$ cat src/design/odometry_pose_predictor_top_macros.svh
// assertion macros for the odometry pose predictor
// used by the reduction cell, fold and rotation modules; expects clk and rst_n in scope
`ifndef ODOMETRY_POSE_PREDICTOR_TOP_MACROS_SVH
`define ODOMETRY_POSE_PREDICTOR_TOP_MACROS_SVH

// same-cycle implication
`define OPP_ASSERT_NOW(label, ante, cons, msg) \
  label: assert property (@(posedge clk) disable iff (!rst_n) (ante) |-> (cons)) \
    else $error(msg);

// next-cycle implication
`define OPP_ASSERT_NEXT(label, ante, cons, msg) \
  label: assert property (@(posedge clk) disable iff (!rst_n) (ante) |=> (cons)) \
    else $error(msg);

`endif

$ cat src/design/opp_pkg.sv
// types and constants shared by the odometry pose predictor
// no dependencies
`timescale 1ns / 1ps

package opp_pkg;

  localparam int POS_W    = 32;
  localparam int HEAD_W   = 21;
  localparam int HDIFF_W  = 22;
  localparam int HSUM_W   = 23;
  localparam int DIFF_W   = 33;
  localparam int MAG_W    = 43;
  localparam int ANG_W    = 34;
  localparam int PROD_W   = 67;
  localparam int ACC_W    = 68;
  localparam int ROT_W    = 36;
  localparam int PSUM_W   = 37;
  localparam int Q_SHIFT  = 30;
  localparam int ATAN_N   = 32;

  localparam logic [MAG_W-1:0] TWO_PI_MAG = 43'd6746518853;

  localparam logic signed [ANG_W-1:0] Q30_PI      = 34'sd3373259426;
  localparam logic signed [ANG_W-1:0] Q30_TWO_PI  = 34'sd6746518853;
  localparam logic signed [ANG_W-1:0] Q30_HALF_PI = 34'sd1686629713;
  localparam logic signed [ANG_W-1:0] Q30_FOLD_HI = 34'sd5059889140;
  localparam logic signed [ANG_W-1:0] Q30_GAIN    = 34'sd652032874;

  localparam logic signed [ACC_W-1:0] ROUND_Q30 = 68'sd536870912;

  localparam logic signed [POS_W-1:0]  POS_MAX  = 32'sh7fffffff;
  localparam logic signed [POS_W-1:0]  POS_MIN  = 32'sh80000000;
  localparam logic signed [HEAD_W-1:0] HEAD_MAX = 21'sh0fffff;
  localparam logic signed [HEAD_W-1:0] HEAD_MIN = 21'sh100000;

  localparam logic signed [ANG_W-1:0] ATAN_Q30 [ATAN_N] = '{
    34'sd843314857, 34'sd497837829, 34'sd263043837, 34'sd133525159,
    34'sd67021687,  34'sd33543516,  34'sd16775851,  34'sd8388437,
    34'sd4194283,   34'sd2097149,   34'sd1048576,   34'sd524288,
    34'sd262144,    34'sd131072,    34'sd65536,     34'sd32768,
    34'sd16384,     34'sd8192,      34'sd4096,      34'sd2048,
    34'sd1024,      34'sd512,       34'sd256,       34'sd128,
    34'sd64,        34'sd32,        34'sd16,        34'sd8,
    34'sd4,         34'sd2,         34'sd1,         34'sd0
  };

  typedef struct packed {
    logic signed [POS_W-1:0]  ppx;
    logic signed [POS_W-1:0]  ppy;
    logic signed [DIFF_W-1:0] dx;
    logic signed [DIFF_W-1:0] dy;
    logic signed [HEAD_W-1:0] head;
    logic                     head_sat;
  } carry_t;

  typedef struct packed {
    logic [MAG_W-1:0] mag;
    logic             neg;
    carry_t           carry;
  } red_t;

  typedef struct packed {
    logic signed [ANG_W-1:0] x;
    logic signed [ANG_W-1:0] y;
    logic signed [ANG_W-1:0] z;
    logic                    flip;
    carry_t                  carry;
  } cordic_t;

endpackage

$ cat src/design/opp_red_cell.sv
// one angle reduction cell: conditional subtract of 2*pi scaled by 2^STEP
// depends on opp_pkg and the assertion macro header
`timescale 1ns / 1ps
`include "odometry_pose_predictor_top_macros.svh"

module opp_red_cell #(
  parameter int unsigned STEP = 0
) (
  input  logic          clk,
  input  logic          rst_n,
  input  logic          up_valid,
  output logic          up_ready,
  input  opp_pkg::red_t up_data,
  output logic          dn_valid,
  input  logic          dn_ready,
  output opp_pkg::red_t dn_data
);

  localparam logic [opp_pkg::MAG_W-1:0] SUB = opp_pkg::TWO_PI_MAG << STEP;

  logic          v_r;
  logic          v_nxt;
  opp_pkg::red_t data_r;
  opp_pkg::red_t data_nxt;

  assign up_ready = !v_r || dn_ready;
  assign v_nxt    = up_ready ? up_valid : v_r;
  assign dn_valid = v_r;
  assign dn_data  = data_r;

  always_comb begin
    data_nxt = up_data;
    if (up_data.mag >= SUB) begin
      data_nxt.mag = up_data.mag - SUB;
    end
  end

  always_ff @(posedge clk) begin
    if (!rst_n) begin
      v_r <= 1'b0;
    end else begin
      v_r <= v_nxt;
    end
  end

  always_ff @(posedge clk) begin
    if (up_ready) begin
      data_r <= data_nxt;
    end
  end

  `OPP_ASSERT_NOW(a_red_range, v_r, data_r.mag < SUB, "reduced angle above cell bound")

endmodule

$ cat config.mk
export PLATFORM = sky130hd
export DESIGN_NAME = opp_red_cell
export DESIGN_NICKNAME = d
export VERILOG_FILES = /design/src/design/opp_pkg.sv /design/src/design/opp_red_cell.sv
export VERILOG_INCLUDE_DIRS = /design/src /design/src/design
export SDC_FILE = /design/constraint.sdc
export NUM_CORES = 1
export LEC_CHECK = 0
export BUFFER_PORTS_ARGS = -buffer_cell sky130_fd_sc_hd__buf_2
export CORE_AREA = 2 2 155 157
export DETAILED_ROUTE_END_ITERATION = 10
export DIE_AREA = 0 0 157 159
export PLACE_DENSITY_LB_ADDON = 0.2
export SLEW_MARGIN = 20
export SYNTH_ARGS = -nofsm -noshare
export SYNTH_HDL_FRONTEND = slang
export SYNTH_SLANG_ARGS = --single-unit
$ cat constraint.sdc
create_clock -name clk -period 15.9 [get_ports clk]
set_input_delay 1.59 -clock clk [delete_from_list [all_inputs] [get_ports clk]]
set_output_delay 1.59 -clock clk [all_outputs]
set_load 0.03 [all_outputs]
**Word level (Yosys, flattened, before mapping)**

Index checks and enable logic that the tools add are counted.

- Output and inout port bits: 198
- Register bits: 197
- Input port bits: 200

- Mux-type cells: 1
- $lt $le $gt $ge: 1
- Reductions and logical operators: 2
- Add/subtract/negate cells: 1

Operators with widths:

| operator | count |
|---|---|
| greater-or-equal comparator 43 x 33 -> 1 bit, second input constant | 1 |
| 2-to-1 mux 43 bit | 1 |
| subtractor 43 x 33 -> 43 bit, second input constant | 1 |
| logical NOT 1 bit | 1 |
| logical OR 1 bit | 1 |

**Logic depth before layout (Yosys ltp)**

- Depth after elaboration: 2
- Mapped depth: 9
- Gate-level depth less buffers: 9

**Least setup slack after synthesis**

No wires, ideal clock.

- Path kind: input to output
- Start: in dn_ready
- End: out up_ready
- Required time: 14.310 ns
- Arrival time: 6.515 ns
- Path slack: 7.795 ns
- Stages: 1
- Path buffers: 0
- Cell sequence: nand2b_1

- Cells in the longest elaborated chain, start to end: 1

RTL lines:

| item | RTL line | source |
|---|---|---|
| start: declaration | opp_red_cell.sv:15 | `input logic dn_ready,` |
| logical OR 1 bit | opp_red_cell.sv:26 | `assign up_ready = !v_r \|\| dn_ready;` |
| end: declaration | opp_red_cell.sv:12 | `output logic up_ready,` |

No other way between the ends.

**Worst setup path in the final report**

Ends and elaborated chain as after synthesis.

==> impl_metrics.env <==
export IMPL_worstPathCellList="buf_2 > nand2b_4 > buf_2"
export IMPL_portBuffers=397
export IMPL_seqPwrFrac_pct=50.0
export IMPL_synth_edff_count=196
export IMPL_die_h_um=159
export IMPL_root_buffer="clkbuf_16"
export IMPL_synth_top_family_by_area="simple AND/OR/NAND/NOR gates"
export IMPL_timing_rr_start="dn_valid$_SDFFE_PN0P_"
export IMPL_cts_buffers=17
export IMPL_cts_clk_slew_worst_paths_ns=0.08
export IMPL_fillerInstances=2164
export IMPL_std_cell_rows=56
export IMPL_pre_cts_slack_ns=11.32
export IMPL_hold_depth=1
export IMPL_finalHoldViolCount=0
export IMPL_rsz0062_at_grt="no"
export IMPL_ant_nets=0
export IMPL_yosysUniqueCellTypes=46
export IMPL_cp_arrival_ns=2.57
export IMPL_synth_cells=408
export IMPL_synth_xor_xnor_area_share_pct=4.96
export IMPL_max_cap_violations=0
export IMPL_netlist_area_um2=7240
export IMPL_yosys_area_top_type="edfxtp_1"
export IMPL_antenna_found_initial=6
export IMPL_finalClockSkew_ns=0.00820
export IMPL_worst_hold_path_type="reg -> reg"
export IMPL_setup_viol=0
export IMPL_start_util_pct=31.2
export IMPL_start_kind="input port"
export IMPL_fin_hold_ws_ns=1.07
export IMPL_ios=398
export IMPL_core_area_um2=23200
export IMPL_cts_sinks=197
export IMPL_area_delta_synth_final_pct=41.4
export IMPL_async_flop_share_pct=0
export IMPL_ys_warn_count=0
export IMPL_dr_first_iter_drc_count=312
export IMPL_synthMuxAreaShare_pct=0.155
export IMPL_num_nets_final=1019
export IMPL_via_count=5107
export IMPL_gp_congestion=0.787
export IMPL_critPathSlowestCell="nand2b_4"
export IMPL_status="finished clean"
export IMPL_htreeDepth=4
export IMPL_cts_setup_buffers=0
export IMPL_grt_pass1_wl_mm=30.9
export IMPL_synth_fa_ha_area_share_pct=0.345
export IMPL_drt_total_wl_mm=21.6
export IMPL_power_frac_comb_pct=14.9
export IMPL_finalMaxSlewViolations=0
export IMPL_worst_endpoint_required_ns=14.31
export IMPL_cp_slowest_stage_delay_ns=0.54
export IMPL_pwr_share_clk_pct=35.1
export IMPL_synth_seq_cells=197
export IMPL_drc_errors=0
export IMPL_yosys_top_cells_area="edfxtp_1, xnor2_1, xor2_1"
export IMPL_grt_start_max_net_pins=154
export IMPL_ir_drop_v=0.0000597
export IMPL_period_share_pct=26.2
export IMPL_cp_max_fo=46
export IMPL_fin_crit_ns=4.16
export IMPL_internal_power_w=0.000887
export IMPL_ys_flop_type="edfxtp_1"
export IMPL_die_area_um2=25000
export IMPL_synthTopCellsByCount="edfxtp_1, nor2_1, xnor2_1, nand2_1, xor2_1"
export IMPL_final_setup_worst_slack_ns=11.74
export IMPL_synth_most_common_cell="edfxtp_1"
export IMPL_finalSetupTns_ns=0
export IMPL_drive_above_1_share_pct=52.9
export IMPL_seq_area_frac_synth_pct=81.5
export IMPL_gr_total_overflow=0
export IMPL_leakagePower_nw=4.38
export IMPL_max_slew_margin_pct=32.5
export IMPL_regToRegSetupSlack_ns=13.83
export IMPL_wire_per_inst_um=18.7
export IMPL_syn_avg_cell_area_um2=17.8
export IMPL_power_density_nw_per_um2=122
export IMPL_worstSetupStartpoint="dn_ready"
export IMPL_switching_share_pct=29.2
export IMPL_syn_nets=610
export IMPL_synth_simple_gate_area_share_pct=8.17
export IMPL_max_slew_worst_pin_slew_ns=0.987
export IMPL_max_clock_freq_mhz=240
export IMPL_cts_tree="yes"
export IMPL_end_kind="output pin"
export IMPL_path_common_cell="buf_2"
export IMPL_synth_compound_gate_area_share_pct=3.99
export IMPL_cts_hold_buf=0
export IMPL_grt_use_total_pct=16.8
export IMPL_switching_power_w=0.000366
export IMPL_dpl_hpwl_mm=16.5
export IMPL_viasPerCell=4.43
export IMPL_rr_worst_depth=2
export IMPL_worst_setup_path_type="in -> out"
export IMPL_cp_endpoint="up_ready"
export IMPL_ctsResizeCount=0
export IMPL_dr_pass1_iters=4
export IMPL_insertion_delay_ns=0.43
export IMPL_die_w_um=157
export IMPL_cts_buffer_depth=2
export IMPL_regToRegEndpoint="dn_data[146]$_DFFE_PP_"
export IMPL_synth_top_cell_area_share_pct=81.2
export IMPL_grt_pass1_vias=5156
## worst max-delay path, delay by kind of cell
family	cells	cell delay (ns)
simple gates	1	0.54
buf+inv	2	0.39
## routing by layer
metal,vias to the layer above,wire length [µm],global-route usage (%)
met4,2,354,5.30
met3,20,2250,6.56
met5,-,13,0
met1,2411,7430,18.1
li1,2404,-,-
met2,270,11500,30.2
## cell families after synthesis
| group | after synthesis |
|---|---|
| compound gates | 44 |
| xor+xnor | 41 |
| simple gates | 110 |
| fa+ha+maj | 2 |
| mux | 1 |
| buf+inv | 13 |
| flops | 197 |
## power by group through the flow
stage | registers, W | clock network (W) | logic (W)
2_1_floorplan | 0.000727 | 0 | 0.0000268
3_3_place_gp | 0.000637 | 0 | 0.000188
3_5_place_dp | 0.000638 | 0 | 0.000188
4_1_cts | 0.000626 | 0.000457 | 0.000189
5_1_grt | 0.000630 | 0.000471 | 0.000198
6_report | 0.000626 | 0.000440 | 0.000187
## flip-flops by register name (all words and copies together), names as in the netlist
register  cells
dn_valid      1
dn_data     196
## area by class of cell
class	count	area (µm²)	area share, %
Clock inverter	15	191	1.87
Clock buffer	17	425	4.15
Inverter	5	18.8	0.183
Timing Repair Buffer	398	2010	19.6
Antenna cell	5	12.5	0.122
Multi-Input combinational cell	198	1280	12.5
Sequential cell	197	5910	57.7
Tap cell	319	399	3.90
## cells in the final DEF (no fill, tap or decap), drive strengths merged, types with 4 or more instances in the layout
cell	synthesis	final
nor2b	4	4
nand2b	5	5
nor2	23	23
or3	5	5
nand4	6	6
or4	4	4
a21oi	13	13
o21ai	8	8
xnor2	22	22
inv	5	13
clkbuf	4	17
diode	0	5
edfxtp	196	196
nor3	10	10
clkinv	0	7
nand3	15	15
nand2	19	19
xor2	19	19
nor4	6	6
buf	4	398
a31oi	6	6
## stage by stage
stage	cell area, µm²	std cells	utilization [%]	power [W]
floorplan	7240	408	-	0.000753
global placement	9610	1117	41.5	0.000825
detailed placement	9610	1117	41.5	0.000826
CTS	10200	1149	44.1	0.00127
global route	10200	1154	44.2	0.00130
finish	10200	1154	44.2	0.00125
## worst min path at each step
stage | slack [ns] | start | to
global placement | 1.10 | dn_valid$_SDFFE_PN0P_ | dn_data[154]$_DFFE_PP_
detailed placement | 1.10 | dn_valid$_SDFFE_PN0P_ | dn_data[154]$_DFFE_PP_
global route | 1.16 | dn_valid$_SDFFE_PN0P_ | dn_data[159]$_DFFE_PP_
CTS | 1.12 | dn_valid$_SDFFE_PN0P_ | dn_data[154]$_DFFE_PP_
floorplan | 1.69 | up_data[0] | dn_data[0]$_DFFE_PP_
finish | 1.07 | dn_valid$_SDFFE_PN0P_ | dn_data[154]$_DFFE_PP_
(Power assumes the default switching activity.)
