===== src/design/odometry_pose_predictor_top_macros.svh =====
// assertion macros for the odometry pose predictor
// used by the reduction cell, fold and rotation modules; expects clk and rst_n in scope
`ifndef ODOMETRY_POSE_PREDICTOR_TOP_MACROS_SVH
`define ODOMETRY_POSE_PREDICTOR_TOP_MACROS_SVH

// same-cycle implication
`define OPP_ASSERT_NOW(label, ante, cons, msg) \
  label: assert property (@(posedge clk) disable iff (!rst_n) (ante) |-> (cons)) \
    else $error(msg);

// next-cycle implication
`define OPP_ASSERT_NEXT(label, ante, cons, msg) \
  label: assert property (@(posedge clk) disable iff (!rst_n) (ante) |=> (cons)) \
    else $error(msg);

`endif


===== src/design/opp_pkg.sv =====
// types and constants shared by the odometry pose predictor
// no dependencies
`timescale 1ns / 1ps

package opp_pkg;

  localparam int POS_W    = 32;
  localparam int HEAD_W   = 21;
  localparam int HDIFF_W  = 22;
  localparam int HSUM_W   = 23;
  localparam int DIFF_W   = 33;
  localparam int MAG_W    = 43;
  localparam int ANG_W    = 34;
  localparam int PROD_W   = 67;
  localparam int ACC_W    = 68;
  localparam int ROT_W    = 36;
  localparam int PSUM_W   = 37;
  localparam int Q_SHIFT  = 30;
  localparam int ATAN_N   = 32;

  localparam logic [MAG_W-1:0] TWO_PI_MAG = 43'd6746518853;

  localparam logic signed [ANG_W-1:0] Q30_PI      = 34'sd3373259426;
  localparam logic signed [ANG_W-1:0] Q30_TWO_PI  = 34'sd6746518853;
  localparam logic signed [ANG_W-1:0] Q30_HALF_PI = 34'sd1686629713;
  localparam logic signed [ANG_W-1:0] Q30_FOLD_HI = 34'sd5059889140;
  localparam logic signed [ANG_W-1:0] Q30_GAIN    = 34'sd652032874;

  localparam logic signed [ACC_W-1:0] ROUND_Q30 = 68'sd536870912;

  localparam logic signed [POS_W-1:0]  POS_MAX  = 32'sh7fffffff;
  localparam logic signed [POS_W-1:0]  POS_MIN  = 32'sh80000000;
  localparam logic signed [HEAD_W-1:0] HEAD_MAX = 21'sh0fffff;
  localparam logic signed [HEAD_W-1:0] HEAD_MIN = 21'sh100000;

  localparam logic signed [ANG_W-1:0] ATAN_Q30 [ATAN_N] = '{
    34'sd843314857, 34'sd497837829, 34'sd263043837, 34'sd133525159,
    34'sd67021687,  34'sd33543516,  34'sd16775851,  34'sd8388437,
    34'sd4194283,   34'sd2097149,   34'sd1048576,   34'sd524288,
    34'sd262144,    34'sd131072,    34'sd65536,     34'sd32768,
    34'sd16384,     34'sd8192,      34'sd4096,      34'sd2048,
    34'sd1024,      34'sd512,       34'sd256,       34'sd128,
    34'sd64,        34'sd32,        34'sd16,        34'sd8,
    34'sd4,         34'sd2,         34'sd1,         34'sd0
  };

  typedef struct packed {
    logic signed [POS_W-1:0]  ppx;
    logic signed [POS_W-1:0]  ppy;
    logic signed [DIFF_W-1:0] dx;
    logic signed [DIFF_W-1:0] dy;
    logic signed [HEAD_W-1:0] head;
    logic                     head_sat;
  } carry_t;

  typedef struct packed {
    logic [MAG_W-1:0] mag;
    logic             neg;
    carry_t           carry;
  } red_t;

  typedef struct packed {
    logic signed [ANG_W-1:0] x;
    logic signed [ANG_W-1:0] y;
    logic signed [ANG_W-1:0] z;
    logic                    flip;
    carry_t                  carry;
  } cordic_t;

endpackage


===== src/design/opp_fold.sv =====
// quadrant fold: reduced magnitude to signed cordic angle in [-pi/2, pi/2]
// depends on opp_pkg and the assertion macro header
`timescale 1ns / 1ps
`include "odometry_pose_predictor_top_macros.svh"

module opp_fold (
  input  logic             clk,
  input  logic             rst_n,
  input  logic             up_valid,
  output logic             up_ready,
  input  opp_pkg::red_t    up_data,
  output logic             dn_valid,
  input  logic             dn_ready,
  output opp_pkg::cordic_t dn_data
);

  logic                            v_r;
  logic                            v_nxt;
  opp_pkg::cordic_t                data_r;
  opp_pkg::cordic_t                data_nxt;
  logic signed [opp_pkg::ANG_W-1:0] ms;
  logic signed [opp_pkg::ANG_W-1:0] t_mid;
  logic signed [opp_pkg::ANG_W-1:0] t_hi;
  logic signed [opp_pkg::ANG_W-1:0] t;
  logic                            hi;
  logic                            mid;

  assign up_ready = !v_r || dn_ready;
  assign v_nxt    = up_ready ? up_valid : v_r;
  assign dn_valid = v_r;
  assign dn_data  = data_r;

  assign ms    = signed'(up_data.mag[opp_pkg::ANG_W-1:0]);
  assign t_mid = ms - opp_pkg::Q30_PI;
  assign t_hi  = ms - opp_pkg::Q30_TWO_PI;
  assign hi    = ms >= opp_pkg::Q30_FOLD_HI;
  assign mid   = (ms > opp_pkg::Q30_HALF_PI) && !hi;
  assign t     = hi ? t_hi : (mid ? t_mid : ms);

  always_comb begin
    data_nxt.x     = opp_pkg::Q30_GAIN;
    data_nxt.y     = '0;
    data_nxt.z     = up_data.neg ? -t : t;
    data_nxt.flip  = mid;
    data_nxt.carry = up_data.carry;
  end

  always_ff @(posedge clk) begin
    if (!rst_n) begin
      v_r <= 1'b0;
    end else begin
      v_r <= v_nxt;
    end
  end

  always_ff @(posedge clk) begin
    if (up_ready) begin
      data_r <= data_nxt;
    end
  end

  `OPP_ASSERT_NOW(a_fold_range, v_r, (data_r.z <= opp_pkg::Q30_HALF_PI) && (data_r.z >= -opp_pkg::Q30_HALF_PI), "folded angle outside half pi")

endmodule


===== config.mk =====
export PLATFORM = sky130hd
export DESIGN_NAME = opp_fold
export DESIGN_NICKNAME = d
export VERILOG_FILES = /design/src/design/opp_pkg.sv /design/src/design/opp_fold.sv
export VERILOG_INCLUDE_DIRS = /design/src /design/src/design
export SDC_FILE = /design/constraint.sdc
export NUM_CORES = 1
export LEC_CHECK = 0
export ABC_CLOCK_PERIOD_IN_PS = 8700
export BUFFER_PORTS_ARGS = -buffer_cell sky130_fd_sc_hd__buf_2
export CAP_MARGIN = 20
export CORE_AREA = 8 8 173 175
export DETAILED_ROUTE_END_ITERATION = 12
export DIE_AREA = 0 0 181 183
export HOLD_SLACK_MARGIN = 0.03
export PLACE_DENSITY = 0.6
export SLEW_MARGIN = 5
export SYNTH_ARGS = -nofsm -noshare
export SYNTH_HDL_FRONTEND = slang
export SYNTH_SLANG_ARGS = --single-unit

===== constraint.sdc =====
create_clock -name clk -period 8.7 [get_ports clk]
set_input_delay 1.74 -clock clk [delete_from_list [all_inputs] [get_ports clk]]
set_output_delay 1.74 -clock clk [all_outputs]
set_load 0.05 [all_outputs]

Word level (Yosys, flattened, before mapping)
Index checks and enable logic that the tools add are counted.
{ "classes": {"n_addsub": 3, "order_cmp": 2, "muxes": 3, "n_reduce_logical": 4} }
{ "op_table": {"columns": ["op", "n"], "rows": [
  ["$mux 34", 3],
  ["$ge 34x34->1 const B", 1],
  ["$gt 34x32->1 const B", 1],
  ["$neg 34->34", 1],
  ["$sub 34x33->34 const B", 1],
  ["$sub 34x34->34 const B", 1],
  ["$logic_not 1->1", 2],
  ["$logic_and 1x1->1", 1],
  ["$logic_or 1x1->1", 1]
]} }
{ "word_totals": {"reg_bits": 188, "input_bits": 200, "out_inout_bits": 257, "elab_cells": 21} }

Logic depth before layout (Yosys ltp)
Gate-level depths: netlist of the first run.
{ "depth": {"depth_word": 7, "ltp_mapped": 15, "ltp_nobuf": 14} }

Worst setup path before layout of the first run
Ideal clock, no wire load.
{ "synth_path": {"path_type": "input to output", "from": "input dn_ready", "to": "output up_ready", "arrival_ns": 6.591, "t_required_ns": 6.960, "setup_slack_ns": 0.369, "cell_stages": 1, "path_buffers": 0, "path_cell_list": "nand2b_1"} }
{ "synth_between": {"elab_chain_cells": 1} }
{ "synth_lines": {"columns": ["item", "line", "source"], "rows": [
  ["from (decl)", "opp_fold.sv:13", "input logic dn_ready,"],
  ["$logic_or 1x1->1", "opp_fold.sv:28", "assign up_ready = !v_r || dn_ready;"],
  ["to (decl)", "opp_fold.sv:10", "output logic up_ready,"]
]} }
Every way passes these cells.

==> results_dict.tcl, run 1 <==
set metrics [dict create \
    timing.clock.skew_ns 0.00709 \
    global_route.usage.total_pct 17.2 \
    mappedNetlistArea_mm2 0.00918 \
    die_height_um 183 \
    period_share_pct 63.5 \
    number_of_vias_in_the_routed_layout 7001 \
    ys_seq_area_share_pct 61.4 \
    yosys-top-cells-area "edfxtp_1 (61%), buf_4 (6.5%), xnor2_1 (3.5%)" \
    tritoncts "built" \
    numCtsBuffers 17 \
    instance_count_of_the_mapped_netlist 713 \
    place_inst 1405 \
    yosys_register_bits 188 \
    final_area_mm2 0.0116 \
    worstMarginPinSlew_ns 1.08 \
    setup_viol 0 \
    nNetsFinal 1285 \
    setup-tns-final_ns 0 \
    finalWeightedCongestion 0.878 \
    period_minus_slack_ns 5.53 \
    remaining_drc_errors 0 \
    timing.critical_path.to_type "flop" \
    first_global_vias 7022 \
    hold_violations 0 \
    grt_max_degree 86 \
    hold_buffers 0 \
    area_growth_pct 26.9 \
    min_path_type "flop to flop" \
    cts.sink_count 188 \
    synth.largest_area_cell "edfxtp_1" \
    dominantRegCellSynth "edfxtp_1" \
    htree_depth 4 \
    max_freq_mhz 181 \
    final_slew_viol_count 0 \
    instances_no_fill 1438 \
    async_flop_share_pct 0 \
    final_layout_size_suffix_gt1_share_pct 39.9 \
    placement.setup.worst_slack_ns 2.66 \
    synth.top_cells.by_count "edfxtp_1 (187), buf_4 (80), nand2_1 (45)" \
    start_kind "input port" \
    pin_count 457 \
    wire_per_inst_um 20.7 \
    critical_path_peak_fanout 17 \
    post_cts.resized_instances 0 \
    clk_pin_slew_ns 0.07 \
    slew_headroom_pct 28.3 \
    power.density_mw_per_mm2 216 \
    initialDrtViolationCount 466 \
    cts_root_buffer "clkbuf_16" \
    detail_route_antenna_nets 0 \
    critical_path_class "input port to flop" \
    timing.critical_path.required_ns 8.86 \
    viasPerCell 4.87 \
    clk_path_buf_depth 2 \
    num_rows 61 \
    vdd_ir_drop_max_mv 0.103 \
    post_synth_num_cell_types 81 \
    syn_area_per_cell_um2 12.9 \
    total_leakage_power_nw 4.96 \
    floorplan.die.width_um 181 \
    post-cts-setup-buffer-count 0 \
    portBuffers 379 \
    worst-endpoint-arrival_ns 5.69 \
    yosysWarnings 0 \
    grt_overflow 0 \
    start_util_pct 33.6 \
    outcome "complete, no violations" \
    die-area_mm2 0.0331 \
    number_of_synthesized_flops_with_an_enable_pin 187 \
    clk-insertion-delay-late_ns 0.43 \
    dp.final_hpwl_mm 24.5 \
    grt_first_pass_wirelength_mm 42.9 \
    total_power_mw 2.51 \
    grt_setup_unrepaired "no" \
    antenna_found_initial 5 \
    max_cap_violations 0 \
    finalWorstSetupSlack_ns 3.17 \
    placement.cell_area_mm2 0.0111 \
    post-synth-top-count-cell "edfxtp_1" \
    drt_pass1_iterations 6 \
    placeableCoreArea_mm2 0.0273 \
    finalWirelength_mm 29.8 \
    synthDominantCellAreaShare_pct 61.2 \
]
==> routing by layer <==
layer / track usage [%] / vias to the layer above / routed length (µm)
li1: - / 3292 / -
met1: 19.1 / 3343 / 11500
met2: 30.9 / 336 / 15300
met3: 7.06 / 24 / 2700
met4: 3.15 / 6 / 269
met5: 0 / - / 41
==> cells in the final DEF (no fill, tap or decap), types with 4 or more instances in the layout <==
cell and count:
nor2_1 32, a2bb2oi_1 4, a21o_1 7, a21oi_1 20, a31oi_1 9, o31ai_1 20, nand2b_1 7, edfxtp_1 187
and2_1 5, nand3_1 14, clkbuf_16 17, nor2b_1 6, o21ai_0 28, or3_1 8, o21a_1 4, xor2_1 19
nand4_1 8, clkinv_1 5, nor3_1 16, ha_1 7, o211a_1 5, buf_4 5, a211oi_1 7, buf_2 379
xnor2_1 37, inv_1 13, nand2_1 45, and3_1 6, conb_1 68, or2_2 7, o211ai_1 6
==> power by group <==
group          total, mW  switching [mW]  internal, mW
Clock              0.735           0.318         0.417
Combinational      0.666           0.524         0.143
Sequential          1.11          0.0195          1.09
Total               2.51           0.861          1.65
==> per-stage QoR <==
stage / hold WS, ns / utilization [%]
finish: 1.09 / 42.6
global route: 1.18 / 42.6
CTS: 1.13 / 42.6
detailed placement: 1.12 / 40.6
global placement: 1.11 / 40.6
floorplan: 1.84 / -
==> worst max-delay path, stage by stage <==
cell and delay [ns]:
buf_2 0.16, or4b_1 0.55, nor3_1 0.21, a21o_1 0.17, o211ai_1 0.20, a21oi_2 0.74, a31oi_1 0.21, xnor2_1 0.27
nor4_2 0.57, nand4_2 0.37, o31ai_1 0.36, xor2_1 0.13
==> final cells by class <==
cell class	instances	area, µm²
inverter	14	52.6
antenna	3	7.51
clock buffer	17	425
tap	346	433
fill	2668	15700
multi-input combinational	473	3030
clock inverter	13	126
sequential	188	5640
timing repair buffer	384	1930
==> kinds of logic after synthesis <==
family	synth area share [%]
mux	0.109
xor+xnor	5.34
fa+ha+maj	0.954
flops	61.4
compound gates	12.3
simple gates	11.4
other cells	0.0818
buf+inv	8.37
==> registers in the layout, indices dropped and copies added (netlist names) <==
signal,flops
dn_data,187
dn_valid,1
==> worst paths after layout <==
kind	endpoint	cells after the start	from	slack, ns
max	dn_data[184]	12	up_data[158]	3.17
min	dn_data[145]	1	dn_valid	1.09
max reg2reg	dn_data[155]	2	dn_valid	6.48
min reg2reg	dn_data[145]	1	dn_valid	1.09
Power figures use the tool's default switching activity.
==> run 2: changes to the inputs <==
Settings changed: ABC_CLOCK_PERIOD_IN_PS 8700 to 5700.
Clock period 8.7 ns to 5.7 ns, I/O delays scaled along.
==> results_dict.tcl, run 2 (synthesis gave the netlist of run 1 again) <==
set metrics [dict create \
    outcome "complete, no violations" \
    worst-endpoint-arrival_ns 4.85 \
    critPathMostFrequentCell "nor3_1" \
    portBuffers 379 \
    final_slew_viol_count 0 \
    placement.cell_area_mm2 0.0111 \
    number_of_vias_in_the_routed_layout 7050 \
    final_layout_size_suffix_gt1_share_pct 40.4 \
    hold-worst-slack_ns 0.893 \
    largest_reg_flops 187 \
    cts.sink_count 188 \
    max_cap_violations 0 \
    placeableCoreArea_mm2 0.0273 \
    clk_path_buf_depth 2 \
    floorplan.die.width_um 181 \
    dp.final_hpwl_mm 24.8 \
    power.density_mw_per_mm2 323 \
    slew_headroom_pct 40.5 \
    worst_path_max_delay_cell "or4b_1" \
    timing.critical_path.required_ns 5.86 \
    total_leakage_power_nw 4.97 \
    antenna_found_initial 11 \
    clk-insertion-delay-late_ns 0.42 \
    mostFrequentLayoutCell "buf_2" \
    instances_no_fill 1449 \
    finalWirelength_mm 30.1 \
    initialDrtViolationCount 405 \
    critical_path_peak_fanout 9 \
    max_freq_mhz 213 \
    grt_overflow 0 \
    nNetsFinal 1289 \
    setup-tns-final_ns 0 \
    min_path_type "input port to flop" \
    global_route.usage.total_pct 17.2 \
    timing.critical_path.cells "buf_2 -> or4b_1 -> nor3_1 -> a41o_1 -> nor3_1 -> o21ai_1 -> inv_2 -> a211oi_1 -> o31ai_1 -> nor3_2 -> nand4_1 -> o41ai_2 -> xor2_1" \
    die_height_um 183 \
    finalWorstSetupSlack_ns 1.01 \
    finalWeightedCongestion 0.895 \
    wire_per_inst_um 20.8 \
    hold_buffers 0 \
    r2r_setup_slack_ns 3.46 \
    area_growth_pct 27.0 \
    viasPerCell 4.87 \
    start_util_pct 33.6 \
    worst_hold_startpoint "up_data[20]" \
    detail_route_antenna_nets 0 \
    grt_setup_unrepaired "no" \
    post_cts.resized_instances 0 \
    clk_pin_slew_ns 0.07 \
    critical_path_class "input port to flop" \
    worstReg2RegEnd "dn_data[123]" \
    grt_first_pass_wirelength_mm 43.0 \
    num_rows 61 \
    slowest_delay_ns 0.54 \
    cts_root_buffer "clkbuf_16" \
    final_area_mm2 0.0117 \
    die-area_mm2 0.0331 \
    pin_count 457 \
    remaining_drc_errors 0 \
    min_delay_worst_endpoint "dn_data[20]" \
    start_kind "input port" \
    worstMarginPinSlew_ns 0.892 \
    place_inst 1409 \
    placement.setup.worst_slack_ns 0.521 \
    drt_pass1_iterations 5 \
    grt_max_degree 72 \
    cp.buffers_inverters 2 \
    crit-reg2reg-launch "dn_valid" \
    htree_depth 4 \
    hold_violations 0 \
    period_minus_slack_ns 4.69 \
    numCtsBuffers 17 \
    mostFrequentLayoutCells "buf_2 (379), edfxtp_1 (187), conb_1 (68)" \
    timing.clock.skew_ns 0.00530 \
    reg2reg_depth 2 \
    tritoncts "built" \
    post-cts-setup-buffer-count 0 \
    period_share_pct 82.3 \
    first_global_vias 7098 \
    crit_family "compound AO/OA/AOI/OAI gates" \
    setup_viol 0 \
    timing.critical_path.to_type "flop" \
    hold_depth 1 \
    vdd_ir_drop_max_mv 0.147 \
]
[run 2: cell types whose count changed in the layout (fill, tap and decap cells not counted), sizes merged]
cell and delta:
diode +5, bufinv -2, clkbuf +1, buf +4, clkinv +3
[run 2: per-stage QoR]
| step | total power, mW | util [%] |
|---|---|---|
| after floorplan | 2.52 | - |
| after global placement | 2.74 | 40.7 |
| after detailed placement | 2.75 | 40.7 |
| after CTS | 3.81 | 42.6 |
| after global routing | 3.92 | 42.7 |
| final | 3.76 | 42.7 |
[run 2: worst register-to-register path, cell delays in order (launching register included)]
cell and delay, ns:
dfxtp_1 0.34, nand2b_4 0.63, buf_4 0.84
[run 2: final cells by class]
class	count	area, µm²
Inverter	14	52.6
Sequential cell	188	5640
Clock buffer	18	429
Timing Repair Buffer	388	1960
Antenna cell	8	20.0
Clock inverter	14	96.3
Multi-Input combinational cell	473	3030
Fill cell	2673	15700
Tap cell	346	433
[run 2: routing by layer]
layer  vias up  part of all wire (%)  wire [µm]  global-route usage, %
met1      3385                    39      11700                   19.0
met5         -                 0.066         20                      0
met2       329                    51      15500                   30.7
li1       3311                     -          -                      -
met3        21                   8.1       2430                   6.31
met4         4                   1.4        433                   5.08
[run 2: worst max path at each step]
| stage | from | endpoint | slack (ns) | cells after the start |
|---|---|---|---|---|
| floorplan | dn_ready | up_ready | 0.86 | 1 |
| CTS | up_data[158] | dn_data[179] | 0.99 | 13 |
| global placement | up_data[158] | dn_data[179] | 0.59 | 13 |
| finish | up_data[158] | dn_data[179] | 1.01 | 13 |
| detailed placement | up_data[158] | dn_data[179] | 0.52 | 13 |
| global route | up_data[158] | dn_data[183] | 0.63 | 13 |
[run 2: where the power goes]
group / total [mW] / leakage, nW / internal (mW) / switching [mW]
Clock: 1.05 / 0.253 / 0.557 / 0.494
Combinational: 1.02 / 2.77 / 0.220 / 0.800
Sequential: 1.69 / 1.95 / 1.66 / 0.0291
