===== config.mk =====
export PLATFORM = sky130hd
export DESIGN_NAME = opp_cordic_cell
export DESIGN_NICKNAME = d
export VERILOG_FILES = /design/src/design/odometry_pose_predictor_top_macros.svh /design/src/design/opp_pkg.sv /design/src/design/opp_cordic_cell.sv
export SDC_FILE = /design/constraint.sdc
export NUM_CORES = 1
export LEC_CHECK = 0
export ABC_CLOCK_PERIOD_IN_PS = 12000
export BUFFER_PORTS_ARGS = -buffer_cell sky130_fd_sc_hd__buf_2
export CAP_MARGIN = 20
export CORE_AREA = 2 2 203 205
export DETAILED_ROUTE_END_ITERATION = 6
export DIE_AREA = 0 0 205 207
export PLACE_DENSITY = 0.71
export SETUP_SLACK_MARGIN = 0.4
export SYNTH_ARGS = -nofsm -noshare
export SYNTH_HDL_FRONTEND = slang
export SYNTH_SLANG_ARGS = --single-unit

===== constraint.sdc =====
create_clock -name clk -period 12 [get_ports clk]
set_input_delay 2.4 -clock clk [delete_from_list [all_inputs] [get_ports clk]]
set_output_delay 2.4 -clock clk [all_outputs]
set_load 0.1 [all_outputs]

===== src/design/odometry_pose_predictor_top_macros.svh =====
// assertion macros for the odometry pose predictor
// used by the reduction cell, fold and rotation modules; expects clk and rst_n in scope
`ifndef ODOMETRY_POSE_PREDICTOR_TOP_MACROS_SVH
`define ODOMETRY_POSE_PREDICTOR_TOP_MACROS_SVH

// same-cycle implication
`define OPP_ASSERT_NOW(label, ante, cons, msg) \
  label: assert property (@(posedge clk) disable iff (!rst_n) (ante) |-> (cons)) \
    else $error(msg);

// next-cycle implication
`define OPP_ASSERT_NEXT(label, ante, cons, msg) \
  label: assert property (@(posedge clk) disable iff (!rst_n) (ante) |=> (cons)) \
    else $error(msg);

`endif


===== src/design/opp_pkg.sv =====
// types and constants shared by the odometry pose predictor
// no dependencies
`timescale 1ns / 1ps

package opp_pkg;

  localparam int POS_W    = 32;
  localparam int HEAD_W   = 21;
  localparam int HDIFF_W  = 22;
  localparam int HSUM_W   = 23;
  localparam int DIFF_W   = 33;
  localparam int MAG_W    = 43;
  localparam int ANG_W    = 34;
  localparam int PROD_W   = 67;
  localparam int ACC_W    = 68;
  localparam int ROT_W    = 36;
  localparam int PSUM_W   = 37;
  localparam int Q_SHIFT  = 30;
  localparam int ATAN_N   = 32;

  localparam logic [MAG_W-1:0] TWO_PI_MAG = 43'd6746518853;

  localparam logic signed [ANG_W-1:0] Q30_PI      = 34'sd3373259426;
  localparam logic signed [ANG_W-1:0] Q30_TWO_PI  = 34'sd6746518853;
  localparam logic signed [ANG_W-1:0] Q30_HALF_PI = 34'sd1686629713;
  localparam logic signed [ANG_W-1:0] Q30_FOLD_HI = 34'sd5059889140;
  localparam logic signed [ANG_W-1:0] Q30_GAIN    = 34'sd652032874;

  localparam logic signed [ACC_W-1:0] ROUND_Q30 = 68'sd536870912;

  localparam logic signed [POS_W-1:0]  POS_MAX  = 32'sh7fffffff;
  localparam logic signed [POS_W-1:0]  POS_MIN  = 32'sh80000000;
  localparam logic signed [HEAD_W-1:0] HEAD_MAX = 21'sh0fffff;
  localparam logic signed [HEAD_W-1:0] HEAD_MIN = 21'sh100000;

  localparam logic signed [ANG_W-1:0] ATAN_Q30 [ATAN_N] = '{
    34'sd843314857, 34'sd497837829, 34'sd263043837, 34'sd133525159,
    34'sd67021687,  34'sd33543516,  34'sd16775851,  34'sd8388437,
    34'sd4194283,   34'sd2097149,   34'sd1048576,   34'sd524288,
    34'sd262144,    34'sd131072,    34'sd65536,     34'sd32768,
    34'sd16384,     34'sd8192,      34'sd4096,      34'sd2048,
    34'sd1024,      34'sd512,       34'sd256,       34'sd128,
    34'sd64,        34'sd32,        34'sd16,        34'sd8,
    34'sd4,         34'sd2,         34'sd1,         34'sd0
  };

  typedef struct packed {
    logic signed [POS_W-1:0]  ppx;
    logic signed [POS_W-1:0]  ppy;
    logic signed [DIFF_W-1:0] dx;
    logic signed [DIFF_W-1:0] dy;
    logic signed [HEAD_W-1:0] head;
    logic                     head_sat;
  } carry_t;

  typedef struct packed {
    logic [MAG_W-1:0] mag;
    logic             neg;
    carry_t           carry;
  } red_t;

  typedef struct packed {
    logic signed [ANG_W-1:0] x;
    logic signed [ANG_W-1:0] y;
    logic signed [ANG_W-1:0] z;
    logic                    flip;
    carry_t                  carry;
  } cordic_t;

endpackage


===== src/design/opp_cordic_cell.sv =====
// one rotation-mode cordic cell with fixed shift and arctangent
// depends on opp_pkg
`timescale 1ns / 1ps

module opp_cordic_cell #(
  parameter int unsigned STAGE = 0
) (
  input  logic             clk,
  input  logic             rst_n,
  input  logic             up_valid,
  output logic             up_ready,
  input  opp_pkg::cordic_t up_data,
  output logic             dn_valid,
  input  logic             dn_ready,
  output opp_pkg::cordic_t dn_data
);

  localparam logic signed [opp_pkg::ANG_W-1:0] ATAN = opp_pkg::ATAN_Q30[STAGE];

  logic                             v_r;
  logic                             v_nxt;
  opp_pkg::cordic_t                 data_r;
  opp_pkg::cordic_t                 data_nxt;
  logic signed [opp_pkg::ANG_W-1:0] xs;
  logic signed [opp_pkg::ANG_W-1:0] ys;

  assign up_ready = !v_r || dn_ready;
  assign v_nxt    = up_ready ? up_valid : v_r;
  assign dn_valid = v_r;
  assign dn_data  = data_r;

  assign xs = up_data.x >>> STAGE;
  assign ys = up_data.y >>> STAGE;

  always_comb begin
    data_nxt = up_data;
    if (!up_data.z[opp_pkg::ANG_W-1]) begin
      data_nxt.x = up_data.x - ys;
      data_nxt.y = up_data.y + xs;
      data_nxt.z = up_data.z - ATAN;
    end else begin
      data_nxt.x = up_data.x + ys;
      data_nxt.y = up_data.y - xs;
      data_nxt.z = up_data.z + ATAN;
    end
  end

  always_ff @(posedge clk) begin
    if (!rst_n) begin
      v_r <= 1'b0;
    end else begin
      v_r <= v_nxt;
    end
  end

  always_ff @(posedge clk) begin
    if (up_ready) begin
      data_r <= data_nxt;
    end
  end

endmodule


-- After elaboration in Yosys (flattened, before gate mapping)
Index checks and enable logic that the tools add are counted.
- add/sub/neg operators: 5
- reduce and logical (&&, ||, !) cells: 2
- mux-type cells: 1
- operator list (operator ; count):
    $mux W102 ; 1
    $sub A34 B34 Y34 ; 2
    $add A34 B31 Y34 const B ; 1
    $add A34 B34 Y34 ; 1
    $sub A34 B31 Y34 const B ; 1
    $logic_not A1 Y1 ; 1
    $logic_or A1 B1 Y1 ; 1
- output and inout bits: 257
- register bits after elaboration: 256
- word-level logic and storage cells: 19

-- Logic depth before layout (Yosys ltp)
Gate-level depths: netlist (run 1).
- depth after elaboration: 2
- depth in mapped cells: 13
- gate-level depth less buffers: 12

-- Worst setup path after synthesis (run 1)
OpenSTA, ideal clock, no wires.
- path type: input -> output
- start point: input port dn_ready
- end point: output port up_ready
- stages: 1
- arrival: 9.188 ns
- slack: 0.412 ns
- path through: nand2b_1
- longest elaborated chain between the ends: 1
- ends and longest elaborated chain (element ; RTL line ; text):
    from (decl) ; opp_cordic_cell.sv:14 ; input logic dn_ready,
    $logic_or A1 B1 Y1 ; opp_cordic_cell.sv:27 ; assign up_ready = !v_r || dn_ready;
    to (decl) ; opp_cordic_cell.sv:11 ; output logic up_ready,
No other way between the ends.

-- Worst setup path in the final report (run 1)
Same ends and word-level chain as after synthesis.

==> summary.md, run 1 <==
| Metric | Value |
|---|---|
| Die height | 207 um |
| Final #Nets | 2253 |
| Static Leak | 0.008509 uW |
| Total Die Area | 0.04244 mm2 |
| CP peak stage delay | 0.51 ns |
| Mean Syn Cell Area | 11.04 um2 |
| Worst min path class | reg2reg |
| Max-Cap Viols | 0 |
| CTS tree | yes |
| Relative slew slack | 0.3550 |
| Final ANT Viol Nets | 0 |
| Sinks on Clock Net | 255 |
| Initial antenna violation count | 23 |
| Top cell type's share of synthesized area | 0.5075 |
| FMAX | 173.1 MHz |
| Max Slew Vio Count | 0 |
| Power per Cell Area | 182.9 mW/mm2 |
| WS Path Type | in2out |
| Synth Register Bits | 255 |
| Syn_nets | 1755 |
| Final Power | 3484 uW |
| Drt pass-1 iters | 5 |
| Post-synthesis cell count | 1361 |
| # hold bufs at CTS | 0 |
| Warnings from Yosys | 0 |
| Outcome | complete, no violations |
| Most frequent cell after synthesis | edfxtp_1 |
| WP data required | 9.60 ns |
| Layout cell share with drive strength beyond 1 | 0.3140 |
| H-tree depth | 1 |
| Die width | 205 um |
| Slew @ Worst Pin | 0.9674 ns |
| Wirelength per Cell | 22.85 um |
| Vias | 12970 |
| Port buffer count | 515 |
| Post-cts sizing count | 0 |
| Largest net degree at the start of global routing | 80 |
| Top post-synthesis cells by count | edfxtp_1 (254), a21oi_1 (149), ha_1 (131), inv_1 (110), o21ai_0 (89) |
| Top FF cell, synth | edfxtp_1 |
| Placer's final routability congestion estimate | 0.9499 |
| CP endpoint kind | output pin |
| Final cycle utilization of the critical path | 0.4814 |
| CP Max Fanout | 28 |
| Most frequent cell on the critical path | buf_2 |
| RSZ-0062 raised after global routing | no |
| Fill cells | 3797 |
| Peak VDD IR | 0.0001441 V |
| Number of top-level design ports | 516 |
| Post-synth top area cell | edfxtp_1 |
| Row cnt | 74 |
| Crit start category | input port |
| Post-route core utilization | 0.4718 |
| Starting Density | 0.3723 |
| Critical-path cell list | buf_2 > nand2b_4 > buf_2 |
| Clock Latency Late Sink | 0.57 ns |
| Dpl hpwl | 45350 um |
| Setup-failing EPs final | 0 |
| Synthesized cell area | 0.01503 mm2 |
| Worst-path clk slew | 0.06 ns |
| Number of post-CTS setup repair buffers | 0 |
| GRT Total Usage | 0.2510 |
| Synth-to-Final Area Change | 26.73% |
| Synth area leaders | edfxtp_1 (51%), ha_1 (11%), a21oi_1 (5.0%), xnor2_1 (4.3%), o21ai_0 (3.0%) |
| Critical path arrival | 3.38 ns |
| Total grt overflow | 0 |
| Final wirelength | 55350 um |
| Ys async rst share | 0 |
| Initial DRC Count | 1232 |
| CTS Buf Count | 29 |
| DRC | 0 |
| Tmin final | 5.777 ns |
| WHS | 0.9316 ns |
| Sequential element share of the synthesized area | 0.5088 |
| Number of global-route vias before repair | 12480 |
| Via/cell ratio | 5.356 |
| Root Buffer | clkbuf_16 |
| Setup TNS | 0 ns |
| Slowest-stage cell, CP | buf_2 |
| Core region area | 0.04037 mm2 |
| Final hold violations | 0 |
| Post-synth EDFFs | 254 |
| Synth unique cells | 76 |
| First-pass GRT wire length | 79610 um |
| Clock Skew | 0.02145 ns |
| Clock Path Buffers | 3 |
path summary, 6_finish.rpt:
check,start,endpoint,slack (ns),cells after the start
max,dn_ready,up_ready,6.22,3
min,dn_valid,dn_data[203],0.93,1
max reg2reg,dn_valid,dn_data[164],8.51,4
min reg2reg,dn_valid,dn_data[203],0.93,1
metal layers:
metal,wire (um),global-route usage
met3,3430,0.02911
met5,0,0
met4,1561,0.07244
met2,28430,0.4525
met1,21930,0.3138
metrics by stage:
| step | cells | setup slack (ns) | cell area (um2) |
|---|---|---|---|
| 2_1_floorplan | 1361 | 0.4122 | 15030 |
| 3_3_place_gp | 2360 | 6.215 | 18090 |
| 3_5_place_dp | 2360 | 6.144 | 18090 |
| 4_1_cts | 2414 | 6.196 | 19030 |
| 5_1_grt | 2422 | 6.172 | 19050 |
| 6_report | 2422 | 6.223 | 19050 |
sequential cells by signal, indices dropped and copies added, names as in the netlist:
name      flops
dn_data     254
dn_valid      1
placed cells by master (no fill, tap or decap), types with 14 or more instances in the layout:
master	n
o21bai_1	26
xor2_1	20
mux2i_1	16
nand2b_1	15
edfxtp_1	254
inv_1	109
xnor2_1	74
clkbuf_16	29
nand3_1	20
o31ai_1	14
a21oi_1	149
nand2_1	68
buf_2	514
nor3_1	21
a21o_1	33
o21ai_0	89
ha_1	131
nand4_1	15
nor2_1	84
where the power goes:
part	internal, uW	total [uW]	switching, uW
Sequential	1120	1160	37.1
Clock	512	877	366
Combinational	259	1450	1190
cells by family after synthesis:
logic type	synth area share
AO/OA/AOI/OAI	0.1797
AND/OR/NAND/NOR	0.08783
flip-flops	0.5088
buffers and inverters	0.04379
adder cells (fa/ha/maj)	0.1144
XOR/XNOR	0.05478
multiplexers	0.01066
cell type report:
cell class | count | area, um2 | share of cell area
multi-input cells | 939 | 6731 | 0.3534
flip-flops and latches | 255 | 7647 | 0.4015
clock buffers | 38 | 759.5 | 0.03987
diodes | 8 | 20.02 | 0.001051
repair buffers | 521 | 2625 | 0.1378
inverters | 113 | 424.2 | 0.02227
well taps | 532 | 665.6 | 0.03495
clock inverters | 16 | 173.9 | 0.009131
worst max-delay path, delay by kind of cell:
| kind | cells | cell delay (ns) |
|---|---|---|
| buffers and inverters | 2 | 0.58 |
| AND/OR/NAND/NOR | 1 | 0.36 |
Power figures use the tool's default switching activity.
==> run 2: changes to the inputs <==
ABC_CLOCK_PERIOD_IN_PS = 6050   (was 12000)
clock period = 6.05 ns   (was 12 ns; I/O delays follow)
==> run 2 against run 1 <==
Clock skew down 0.0081 ns. Critical endpoint is now dn_data[184]. Count of clock-buffer cells in the layout down 6. Sequential cell count unchanged. Critical path type is now in2reg. Largest power group unchanged.
==> summary.md, run 2 (synthesis gave the netlist of run 1 again) <==
| Metric | Value |
|---|---|
| Slowest-stage cell, CP | buf_4 |
| Fin worst setup slack | 2.025 ns (-4.198 ns) |
| Number of top-level design ports | 516 (unchanged) |
| Synth-to-Final Area Change | 26.77% (about the same) |
| Total Die Area | 0.04244 mm2 (unchanged) |
| CTS Buf Count | 29 (unchanged) |
| Dpl hpwl | 45080 um (-0.59%) |
| Setup TNS | 0 ns (unchanged) |
| Total grt overflow | 0 (unchanged) |
| Pre-CTS setup slack | 1.481 ns (-4.663 ns) |
| Final #Nets | 2252 (-0.044%) |
| Starting Density | 0.3723 (unchanged) |
| Worst-case reg-to-reg path depth | 2 (-2) |
| Max Slew Vio Count | 0 (unchanged) |
| Port buffer count | 515 (unchanged) |
| Slew @ Worst Pin | 0.8805 ns (-0.08696 ns) |
| Worst min path class | in2reg |
| WP data required | 6.34 ns (-3.26 ns) |
| Vias | 13010 (+0.30%) |
| Final hold violations | 0 (unchanged) |
| Power per Cell Area | 361.9 mW/mm2 (+98%) |
| Setup-failing EPs final | 0 (unchanged) |
| Peak VDD IR | 0.0002506 V (+74%) |
| # hold bufs at CTS | 0 (unchanged) |
| Root Buffer | clkbuf_16 |
| Post-cts sizing count | 0 (unchanged) |
| Critical path arrival | 4.32 ns (+0.94 ns) |
| Clock Path Buffers | 3 (unchanged) |
| Most common cell after layout, fill and taps aside | buf_2 |
| Max-Cap Viols | 0 (unchanged) |
| Worst r2r dst | dn_data[100] |
| Largest net degree at the start of global routing | 127 (+59%) |
| Reg area | 0.007647 mm2 (unchanged) |
| Tmin final | 4.025 ns |
| WS Path Type | in2reg |
| GRT Total Usage | 0.2504 (-0.0006482) |
| WP buf/inv | 2 (unchanged) |
| Final ANT Viol Nets | 0 (unchanged) |
| CTS tree | yes |
| FMAX | 248.4 MHz |
| CP Max Fanout | 34 (+21%) |
| Row cnt | 74 (unchanged) |
| Final wirelength | 55670 um (+0.57%) |
| Most frequent cell on the critical path | o31a_1 |
| Layout cell share with drive strength beyond 1 | 0.3133 (-0.0007618) |
| Number of global-route vias before repair | 12460 (-0.22%) |
| Wirelength per Cell | 22.96 um (+0.45%) |
| Static Leak | 0.008509 uW (about the same) |
| Worst min-delay path startpoint | up_data[87] |
| Drt pass-1 iters | 5 (unchanged) |
| Outcome | complete, no violations |
| Initial antenna violation count | 28 (+22%) |
| Number of post-CTS setup repair buffers | 0 (unchanged) |
| Hold EP | dn_data[87] |
| RSZ-0062 raised after global routing | no |
| CP peak stage delay | 0.37 ns (-0.14 ns) |
| Worst path top cell family by delay | compound AO/OA/AOI/OAI gates |
| First-pass GRT wire length | 79060 um (-0.69%) |
| Worst hold path stage count | 1 (unchanged) |
| Max reg flops | 254 (unchanged) |
| Via/cell ratio | 5.365 (+0.18%) |
| Placer's final routability congestion estimate | 0.9625 (+1.3%) |
| Final cycle utilization of the critical path | 0.6653 |
| Sinks on Clock Net | 255 (unchanged) |
| Initial DRC Count | 1174 (-4.7%) |
| Clock Skew | 0.01336 ns (-0.008089 ns) |
| Area of the multi-input gates | 0.006731 mm2 (unchanged) |
| Crit start category | input port |
| R2R Setup Slk | 4.10 ns (-4.41 ns) |
| Die height | 207 um (unchanged) |
| Worst-path clk slew | 0.06 ns (about the same) |
| Worst r2r src | dn_valid |
| DRC | 0 (unchanged) |
| Fill cells | 3777 (-0.53%) |
| Most frequent cells in the layout | buf_2 (514), edfxtp_1 (254), a21oi_1 (149) |
| Critical-path cell list | buf_4 > inv_2 > ha_1 > a211oi_2 > nor2_1 > o31a_1 > o31a_1 > a41o_1 > a31oi_2 > o31ai_1 > o41a_1 > xor2_1 |
| H-tree depth | 1 (unchanged) |
| Die width | 205 um (unchanged) |
| Clock Latency Late Sink | 0.56 ns (about the same) |
| CP endpoint kind | flip-flop |
| Relative slew slack | 0.4068 (+0.05177) |
| Core region area | 0.04037 mm2 (unchanged) |
-- run 2: worst register-to-register path, delay by kind of cell, from the launching register on --
family / cells / cell delay (ns)
and+or+nand+nor: 1 / 0.41
buffers and inverters: 1 / 0.78
DFF: 1 / 0.33
-- run 2: cell type report --
class,count,share of cell area
antenna,16,0.002101
clock buffer,32,0.03868
clock inverter,18,0.009325
inverter,113,0.02226
multi-input combinational,939,0.3533
sequential,255,0.4014
tap,532,0.03494
timing repair buffer,520,0.1380
-- run 2: worst max-delay path by stage --
stage | cells past startpoint | to | from | slack, ns
after floorplan | 13 | dn_data[184] | up_data[186] | 1.38
after global placement | 12 | dn_data[184] | up_data[186] | 1.51
after detailed placement | 12 | dn_data[184] | up_data[186] | 1.48
after CTS | 12 | dn_data[184] | up_data[186] | 2.06
after global routing | 12 | dn_data[254] | up_data[202] | 1.86
final | 12 | dn_data[184] | up_data[186] | 2.02
-- run 2: per-stage QoR --
step	hold WS (ns)	power (uW)	util	cell area [um2]	instances
after floorplan	1.309	4616	-	15040	1361
after global placement	0.9395	5189	0.4483	18100	2359
after detailed placement	0.9650	5197	0.4483	18100	2359
after CTS	0.7929	6926	0.4710	19010	2409
after global routing	0.8075	7123	0.4719	19050	2424
final	0.8249	6896	0.4720	19050	2425
-- run 2: routing by layer --
metal | vias to the layer above | GRT usage | part of all wire
met3 | 108 | 0.04279 | 0.073
met1 | 6216 | 0.3082 | 0.39
li1 | 6030 | - | -
met5 | - | 0 | 0.00081
met2 | 651 | 0.4341 | 0.51
met4 | 6 | 0.09873 | 0.032
-- run 2: power breakdown --
part	switching (uW)	leakage [uW]	total (uW)	internal, uW
registers	84.4	0.00264	2310	2230
clock network	720	0.000441	1720	999
logic	2350	0.00543	2870	516
total	3160	0.00851	6900	3740
